--- src/rtl/icodir_pkg.sv ---
// Shared types and constants for the icon directory parser.
package icodir_pkg;

    localparam int unsigned HDR_LAST_POS = 5;
    localparam int unsigned ENT_LAST_POS = 15;
    localparam int unsigned FIELD_BYTES  = 15;

    localparam logic [15:0] TYPE_ICON   = 16'd1;
    localparam logic [15:0] TYPE_CURSOR = 16'd2;
    localparam logic [8:0]  DIM_ZERO_AS = 9'd256;

    localparam logic [1:0] ERR_NONE       = 2'd0;
    localparam logic [1:0] ERR_BAD_HEADER = 2'd1;
    localparam logic [1:0] ERR_NO_IMAGES  = 2'd2;
    localparam logic [1:0] ERR_OVERFLOW   = 2'd3;

    typedef enum logic [1:0] {
        PH_IDLE,
        PH_HEADER,
        PH_ENTRY
    } t_phase;

    typedef struct packed {
        logic [7:0] data_byte;
        logic       start_req;
    } t_in_item;

    typedef struct packed {
        logic [15:0] entry_index;
        logic [8:0]  width;
        logic [8:0]  height;
        logic [15:0] bit_count;
        logic [15:0] cursor_x;
        logic [15:0] cursor_y;
        logic [31:0] image_offset;
        logic [31:0] image_size;
        logic [15:0] best_index;
        logic        last;
        logic [1:0]  error_code;
        logic        is_cursor;
    } t_out_item;

endpackage

--- src/rtl/icodir_core.sv ---
// Parse state, field assembly and per-entry descriptor logic.
module icodir_core
    import icodir_pkg::*;
(
    input  logic      i_clk,
    input  logic      i_rst_n,
    input  logic      i_take,
    input  t_in_item  i_item,
    output logic      o_res_valid,
    output t_out_item o_res
);

    t_phase      r_phase, n_phase;
    logic [3:0]  r_pos, n_pos;
    logic [15:0] r_count, n_count;
    logic [15:0] r_entries, n_entries;
    logic        r_cursor, n_cursor;
    logic [16:0] r_best_area, n_best_area;
    logic [15:0] r_best_bpp, n_best_bpp;
    logic [15:0] r_best_entry, n_best_entry;
    logic [7:0]  r_fb [0:FIELD_BYTES-1];

    t_phase      w_phase;
    logic [3:0]  w_pos;
    logic [15:0] w_count;
    logic [15:0] w_entries;
    logic        w_cursor;
    logic [16:0] w_best_area;
    logic [15:0] w_best_bpp;
    logic [15:0] w_best_entry;
    logic [7:0]  w_cur;

    logic [15:0] w_resv, w_type, w_img_count;
    logic [8:0]  w_width, w_height;
    logic [15:0] w_planes, w_bpp;
    logic [31:0] w_size, w_offset;
    logic [32:0] w_end;
    logic [16:0] w_area;
    logic        w_fin;

    assign w_cur        = i_item.data_byte;
    assign w_phase      = i_item.start_req ? PH_HEADER : r_phase;
    assign w_pos        = i_item.start_req ? 4'd0 : r_pos;
    assign w_count      = i_item.start_req ? 16'd0 : r_count;
    assign w_entries    = i_item.start_req ? 16'd0 : r_entries;
    assign w_cursor     = i_item.start_req ? 1'b0 : r_cursor;
    assign w_best_area  = i_item.start_req ? 17'd0 : r_best_area;
    assign w_best_bpp   = i_item.start_req ? 16'd0 : r_best_bpp;
    assign w_best_entry = i_item.start_req ? 16'd0 : r_best_entry;

    assign w_resv      = {r_fb[1], r_fb[0]};
    assign w_type      = {r_fb[3], r_fb[2]};
    assign w_img_count = {w_cur, r_fb[4]};

    assign w_width  = (r_fb[0] == 8'd0) ? DIM_ZERO_AS : {1'b0, r_fb[0]};
    assign w_height = (r_fb[1] == 8'd0) ? DIM_ZERO_AS : {1'b0, r_fb[1]};
    assign w_planes = {r_fb[5], r_fb[4]};
    assign w_bpp    = {r_fb[7], r_fb[6]};
    assign w_size   = {r_fb[11], r_fb[10], r_fb[9], r_fb[8]};
    assign w_offset = {w_cur, r_fb[14], r_fb[13], r_fb[12]};
    assign w_end    = {1'b0, w_offset} + {1'b0, w_size};
    assign w_area   = {8'd0, w_width} * {8'd0, w_height};
    assign w_fin    = ({1'b0, w_entries} + 17'd1) >= {1'b0, w_count};

    always_comb begin
        n_phase      = w_phase;
        n_pos        = w_pos;
        n_count      = w_count;
        n_entries    = w_entries;
        n_cursor     = w_cursor;
        n_best_area  = w_best_area;
        n_best_bpp   = w_best_bpp;
        n_best_entry = w_best_entry;
        o_res_valid  = 1'b0;
        o_res        = '0;
        case (w_phase)
            PH_HEADER: begin
                if (w_pos < 4'(HDR_LAST_POS)) begin
                    n_pos = w_pos + 4'd1;
                end else begin
                    n_pos = 4'd0;
                    if (w_resv != 16'd0 || (w_type != TYPE_ICON && w_type != TYPE_CURSOR)) begin
                        n_cursor          = 1'b0;
                        n_phase           = PH_IDLE;
                        o_res_valid       = 1'b1;
                        o_res.entry_index = w_entries;
                        o_res.last        = 1'b1;
                        o_res.error_code  = ERR_BAD_HEADER;
                    end else begin
                        n_cursor = (w_type == TYPE_CURSOR);
                        n_count  = w_img_count;
                        if (w_img_count == 16'd0) begin
                            n_phase           = PH_IDLE;
                            o_res_valid       = 1'b1;
                            o_res.entry_index = w_entries;
                            o_res.last        = 1'b1;
                            o_res.error_code  = ERR_NO_IMAGES;
                            o_res.is_cursor   = (w_type == TYPE_CURSOR);
                        end else begin
                            n_phase = PH_ENTRY;
                        end
                    end
                end
            end
            PH_ENTRY: begin
                if (w_pos < 4'(ENT_LAST_POS)) begin
                    n_pos = w_pos + 4'd1;
                end else begin
                    n_pos       = 4'd0;
                    o_res_valid = 1'b1;
                    if (w_end[32]) begin
                        n_phase           = PH_IDLE;
                        o_res.entry_index = w_entries;
                        o_res.last        = 1'b1;
                        o_res.error_code  = ERR_OVERFLOW;
                        o_res.is_cursor   = w_cursor;
                    end else begin
                        if (w_area >= w_best_area && w_bpp > w_best_bpp) begin
                            n_best_area  = w_area;
                            n_best_bpp   = w_bpp;
                            n_best_entry = w_entries;
                        end
                        o_res.entry_index  = w_entries;
                        o_res.width        = w_width;
                        o_res.height       = w_height;
                        o_res.bit_count    = w_bpp;
                        o_res.cursor_x     = w_cursor ? w_planes : 16'd0;
                        o_res.cursor_y     = w_cursor ? w_bpp : 16'd0;
                        o_res.image_offset = w_offset;
                        o_res.image_size   = w_size;
                        o_res.best_index   = n_best_entry;
                        o_res.last         = w_fin;
                        o_res.error_code   = ERR_NONE;
                        o_res.is_cursor    = w_cursor;
                        n_entries          = w_entries + 16'd1;
                        if (w_fin) begin
                            n_phase = PH_IDLE;
                        end
                    end
                end
            end
            default: begin
            end
        endcase
    end

    always_ff @(posedge i_clk) begin
        if (!i_rst_n) begin
            r_phase      <= PH_IDLE;
            r_pos        <= 4'd0;
            r_count      <= 16'd0;
            r_entries    <= 16'd0;
            r_cursor     <= 1'b0;
            r_best_area  <= 17'd0;
            r_best_bpp   <= 16'd0;
            r_best_entry <= 16'd0;
        end else if (i_take) begin
            r_phase      <= n_phase;
            r_pos        <= n_pos;
            r_count      <= n_count;
            r_entries    <= n_entries;
            r_cursor     <= n_cursor;
            r_best_area  <= n_best_area;
            r_best_bpp   <= n_best_bpp;
            r_best_entry <= n_best_entry;
        end
    end

    always_ff @(posedge i_clk) begin
        if (i_take && (w_phase == PH_HEADER || w_phase == PH_ENTRY)
                && w_pos < 4'(FIELD_BYTES)) begin
            r_fb[w_pos] <= w_cur;
        end
    end

endmodule

--- src/rtl/icon_directory_parser_unit.sv ---
// Channel   Direction  Handshake                   Payload
// in        input      i_in_valid / o_in_stall     i_in_item  (t_in_item)
// out       output     o_out_valid / i_out_stall   o_out_item (t_out_item)
// One byte is taken per cycle while not stalled; the edge that takes the last byte
// of a header or entry also loads its descriptor or error into the result register.
// Bytes pass an input register, then the parse logic, then the result register.
// Reset clears the parse state to idle; a start flag restarts the parse at any byte.
// A held result stalls the input register only when that result is itself stalled.
module icon_directory_parser_unit
    import icodir_pkg::*;
(
    input  logic      i_clk,
    input  logic      i_rst_n,
    input  logic      i_in_valid,
    output logic      o_in_stall,
    input  t_in_item  i_in_item,
    output logic      o_out_valid,
    input  logic      i_out_stall,
    output t_out_item o_out_item
);

    logic      r_in_valid;
    t_in_item  r_in;
    logic      r_out_valid;
    t_out_item r_out;

    logic      w_adv;
    logic      w_take;
    logic      w_res_valid;
    t_out_item w_res;

    assign w_adv      = !r_out_valid || !i_out_stall;
    assign w_take     = r_in_valid && w_adv;
    assign o_in_stall = r_in_valid && !w_adv;

    icodir_core u_core (
        .i_clk       (i_clk),
        .i_rst_n     (i_rst_n),
        .i_take      (w_take),
        .i_item      (r_in),
        .o_res_valid (w_res_valid),
        .o_res       (w_res)
    );

    always_ff @(posedge i_clk) begin
        if (!i_rst_n) begin
            r_in_valid <= 1'b0;
        end else if (!o_in_stall) begin
            r_in_valid <= i_in_valid;
        end
    end

    always_ff @(posedge i_clk) begin
        if (!o_in_stall) begin
            r_in <= i_in_item;
        end
    end

    always_ff @(posedge i_clk) begin
        if (!i_rst_n) begin
            r_out_valid <= 1'b0;
        end else if (w_adv) begin
            r_out_valid <= w_take && w_res_valid;
        end
    end

    always_ff @(posedge i_clk) begin
        if (w_adv) begin
            r_out <= w_res;
        end
    end

    assign o_out_valid = r_out_valid;
    assign o_out_item  = r_out;

`ifndef SYNTH
    a_err_is_last: assert property (@(posedge i_clk) disable iff (!i_rst_n)
        o_out_valid && o_out_item.error_code != ERR_NONE |-> o_out_item.last)
        else $error("error transaction without last");

    a_dims_nonzero: assert property (@(posedge i_clk) disable iff (!i_rst_n)
        o_out_valid && o_out_item.error_code == ERR_NONE
        |-> o_out_item.width != 9'd0 && o_out_item.height != 9'd0)
        else $error("descriptor with zero dimension");

    a_icon_no_hotspot: assert property (@(posedge i_clk) disable iff (!i_rst_n)
        o_out_valid && !o_out_item.is_cursor
        |-> o_out_item.cursor_x == 16'd0 && o_out_item.cursor_y == 16'd0)
        else $error("icon transaction carries a hotspot");

    a_best_not_ahead: assert property (@(posedge i_clk) disable iff (!i_rst_n)
        o_out_valid && o_out_item.error_code == ERR_NONE
        |-> o_out_item.best_index <= o_out_item.entry_index)
        else $error("best index beyond current entry");
`endif

endmodule

--- config.mk ---
export PLATFORM = sky130hd
export DESIGN_NAME = icon_directory_parser_unit
export DESIGN_NICKNAME = d
export VERILOG_FILES = /design/src/rtl/icodir_pkg.sv /design/src/rtl/icodir_core.sv /design/src/rtl/icon_directory_parser_unit.sv
export SDC_FILE = /design/constraint.sdc
export NUM_CORES = 1
export LEC_CHECK = 0
export BUFFER_PORTS_ARGS = -buffer_cell sky130_fd_sc_hd__buf_2
export CORE_ASPECT_RATIO = 0.6
export CORE_UTILIZATION = 43
export DETAILED_ROUTE_END_ITERATION = 6
export GPL_TIMING_DRIVEN = 0
export SETUP_SLACK_MARGIN = 0.5
export SLEW_MARGIN = 10
export SYNTH_ARGS = -nofsm -noshare
export SYNTH_HDL_FRONTEND = slang
export SYNTH_SLANG_ARGS = --single-unit
--- constraint.sdc ---
create_clock -name i_clk -period 8.5 [get_ports i_clk]
set_input_delay 1.275 -clock i_clk [delete_from_list [all_inputs] [get_ports i_clk]]
set_output_delay 1.275 -clock i_clk [all_outputs]
set_load 0.005 [all_outputs]
==> impl_metrics.env <==
export IMPL_antenna_found_initial=0
export IMPL_wl_per_cell_um=20.69
export IMPL_path_class="reg2reg"
export IMPL_drc_errors=0
export IMPL_r2r_slack_ps=1020
export IMPL_fin_cells=2416
export IMPL_io_buffers=180
export IMPL_synth_cells=1585
export IMPL_cts_buffer_depth=3
export IMPL_hold_worst_slack_ps=466.3
export IMPL_h_tree_depth=2
export IMPL_tritoncts="done"
export IMPL_layout_common_cells="295 x edfxtp_1, 191 x buf_2, 154 x nand2_1, 149 x and2_1, 124 x ha_1"
export IMPL_drt_wl_total_mm=49.99
export IMPL_ys_seq_area_share_pct=56.20
export IMPL_tightest_slew_ps=1084
export IMPL_synthSimpleGateAreaFrac_pct=15.84
export IMPL_synth_adder_area_share_pct=13.35
export IMPL_p_leak_uw=0.009354
export IMPL_post_cts_repair_setup_buffers=0
export IMPL_multi_input_area_um2=7607
export IMPL_synth_ff_type="edfxtp_1"
export IMPL_slew_headroom_pct=27.76
export IMPL_required_ps=8890
export IMPL_grt_overflow_total=0
export IMPL_clock_latency_ps=560
export IMPL_hold_end="u_core.r_best_entry[15]"
export IMPL_ant_nets=0
export IMPL_drv_slew=0
export IMPL_hold_start="u_core.r_best_entry[15]"
export IMPL_postPlaceCellArea_um2=20680
export IMPL_synth_xor_area_share_pct=1.339
export IMPL_finalPower_uw=4026
export IMPL_fmax_ghz=0.1337
export IMPL_synth_compound_area_share_pct=9.261
export IMPL_vias_per_cell=5.469
export IMPL_synthArstFlopShare_pct=0
export IMPL_ys_types=67
export IMPL_ir_drop_mv=0.1341
export IMPL_first_pass_iters=5
export IMPL_synth_seq_cells=385
export IMPL_synth_area_per_cell_um2=11.97
export IMPL_final_common_cell="edfxtp_1"
export IMPL_power_density_nw_per_um2=183.8
export IMPL_gp_congestion=0.8987
export IMPL_ys_warn_count=0
export IMPL_cp_arrival_ps=7870
export IMPL_grt_max_degree=67
export IMPL_dp_hpwl_mm=36.24
export IMPL_dieArea_um2=44980
export IMPL_first_global_vias=12740
export IMPL_drive_gt1_share_pct=15.41
export IMPL_synth_top_family_by_area="simple AND/OR/NAND/NOR gates"
export IMPL_r2r_start="u_core.r_fb[1][4]"
export IMPL_clk_pin_slew_ps=60
export IMPL_cp_startpoint="u_core.r_fb[1][4]"
export IMPL_ctsResizeCount=0
export IMPL_postCtsHoldBufs=0
export IMPL_fill_cells=3871
export IMPL_maxCapViolations=0
export IMPL_placedCellCount=2347
export IMPL_finalHoldViolations=0
export IMPL_track_usage_pct=22.43
export IMPL_min_path_type="reg2reg"
export IMPL_cts_root_buf="clkbuf_16"
export IMPL_setup_viol=0
export IMPL_r2r_end="o_out_item[5]"
export IMPL_skew_ps=19.20
export IMPL_timing_final_crit_share_pct=88.01
export IMPL_final_util_pct=50.46
export IMPL_synthMuxAreaShare_pct=0.2704
export IMPL_synth_edf_count=295
export IMPL_drt_iter0_markers=1146
export IMPL_nets=1994
export IMPL_rsz0062_at_grt="false"
export IMPL_reg2reg_depth=26
export IMPL_regArea_um2=10660
export IMPL_endpoint_kind="register"
export IMPL_via_count=13210
export IMPL_fp_dieH_um=164.7
export IMPL_clock_sinks=385
export IMPL_min_delay_path_depth=2
export IMPL_netlist_area_um2=18970
export IMPL_core_um2=43410
export IMPL_rows=59
export IMPL_cts_buffers_inserted=38
export IMPL_critPathMaxFanout=10
export IMPL_ios=181
export IMPL_period_needed_ps=7481
export IMPL_syn_num_nets=1771
export IMPL_die_w_um=273.1
export IMPL_start_kind="register"
export IMPL_start_util_pct=43.70
export IMPL_stdcell_area_um2=21900
export IMPL_syn2layout_area_growth_pct=15.48
export IMPL_status="finished clean"
export IMPL_grt_pass1_wl_mm=76.16
[sequential cells by signal, summed over array words and instances, names as in the netlist]
| name | cells |
|---|---|
| o_out_item | 166 |
| u_core.r_entries | 16 |
| u_core.r_count | 16 |
| r_in_valid | 1 |
| u_core.r_fb | 120 |
| u_core.r_pos | 4 |
| r_in | 9 |
| u_core.r_best_entry | 16 |
| u_core.r_best_bpp | 16 |
| u_core.r_best_area | 17 |
| u_core.r_cursor | 1 |
| o_out_valid | 1 |
| u_core.r_phase | 2 |
[cell families (layout without fill, tap and decap cells)]
group	Yosys count	in the layout
other	0	1
flip-flops	385	385
adder cells (fa/ha/maj)	173	173
AND/OR/NAND/NOR	569	569
AO/OA/AOI/OAI	252	252
multiplexers	5	5
buffers and inverters	172	423
XOR/XNOR	29	29
[area by class of cell]
| class | instances | area share [%] |
|---|---|---|
| diodes | 1 | 0.01142 |
| plain buffers | 84 | 1.725 |
| clock buffers | 45 | 4.507 |
| clock inverters | 23 | 1.091 |
| inverters | 88 | 1.508 |
| multi-input cells | 1028 | 34.73 |
| flip-flops and latches | 385 | 48.67 |
| well taps | 579 | 3.307 |
| repair buffers | 183 | 4.455 |
[synth_stat cells, types with 3 or more instances]
library cell / n / area share (%)
dfxtp_1: 90 / 9.5
a211oi_1: 7 / 0.28
edfxtp_1: 295 / 47
o211ai_1: 7 / 0.28
inv_1: 86 / 1.7
xor2_1: 6 / 0.28
nand2b_1: 4 / 0.13
or2_2: 3 / 0.099
nand4_1: 18 / 0.59
buf_4: 5 / 0.20
o22ai_1: 14 / 0.46
buf_2: 11 / 0.29
xnor2_1: 23 / 1.1
and4_1: 6 / 0.28
a211o_1: 3 / 0.14
ha_1: 124 / 8.2
fa_1: 49 / 5.2
and3_1: 56 / 1.8
a31o_2: 5 / 0.23
or4_1: 4 / 0.16
a32o_1: 37 / 2.0
clkbuf_1: 60 / 1.2
nor2b_1: 16 / 0.53
o21ai_0: 34 / 0.90
o31a_1: 4 / 0.18
mux2i_1: 4 / 0.21
buf_1: 4 / 0.079
nor4_1: 13 / 0.43
nand3_1: 35 / 0.92
and2_1: 149 / 4.9
nand2_1: 155 / 3.1
nor2_1: 84 / 1.7
buf_6: 4 / 0.24
nor3_1: 13 / 0.34
o21a_1: 7 / 0.28
a21o_1: 14 / 0.55
a21oi_1: 68 / 1.8
a31oi_1: 13 / 0.43
a22oi_1: 19 / 0.75
[metrics by stage]
step,setup TNS (ps),worst slack (ps)
2_1_floorplan,0,1858
3_3_place_gp,-45570,-479.6
3_5_place_dp,0,1081
4_1_cts,0,1050
5_1_grt,0,603.7
6_report,0,1019
[power by group]
group	leakage, uW	internal (uW)	switching [uW]	total, uW
Sequential	0.00395	2010	19.6	2030
Clock	0.000594	932	754	1690
Combinational	0.00481	110	198	307
[worst max-delay path by stage]
stage | cells after the start | to | slack [ps]
global placement | 7 | u_core.r_fb[1][5] | -480
CTS | 26 | o_out_item[10] | 1050
floorplan | 6 | u_core.r_fb[10][0] | 1860
global route | 26 | o_out_item[7] | 600
detailed placement | 26 | o_out_item[10] | 1080
finish | 26 | o_out_item[5] | 1020
[worst max-delay path: stages, from the launching register on]
cell and delay (ps):
edfxtp_1 430, or4_4 580, nor2_1 290, nand2_1 140
fa_1 540, fa_1 550, inv_1 60, fa_1 540
inv_1 70, fa_1 560, inv_1 50, ha_1 330
o21a_1 120, o31a_1 120, o41a_1 340, nand4_1 130
nand3b_1 100, xor2_1 270, ha_1 300, a21o_1 160
a21oi_1 140, nor2b_1 60, a311oi_1 330, o31a_1 420
clkbuf_1 360, o21ai_0 140, a21oi_1 190
[per-layer routing]
| metal | vias to the layer above | track usage, % | wire length [um] |
|---|---|---|---|
| met5 | - | 0 | 0 |
| met4 | 0 | 3.911 | 601 |
| met3 | 42 | 4.914 | 4112 |
| met2 | 450 | 32.01 | 20860 |
| met1 | 6548 | 34.86 | 24420 |
| li1 | 6172 | - | - |
(Power assumes the default switching activity.)
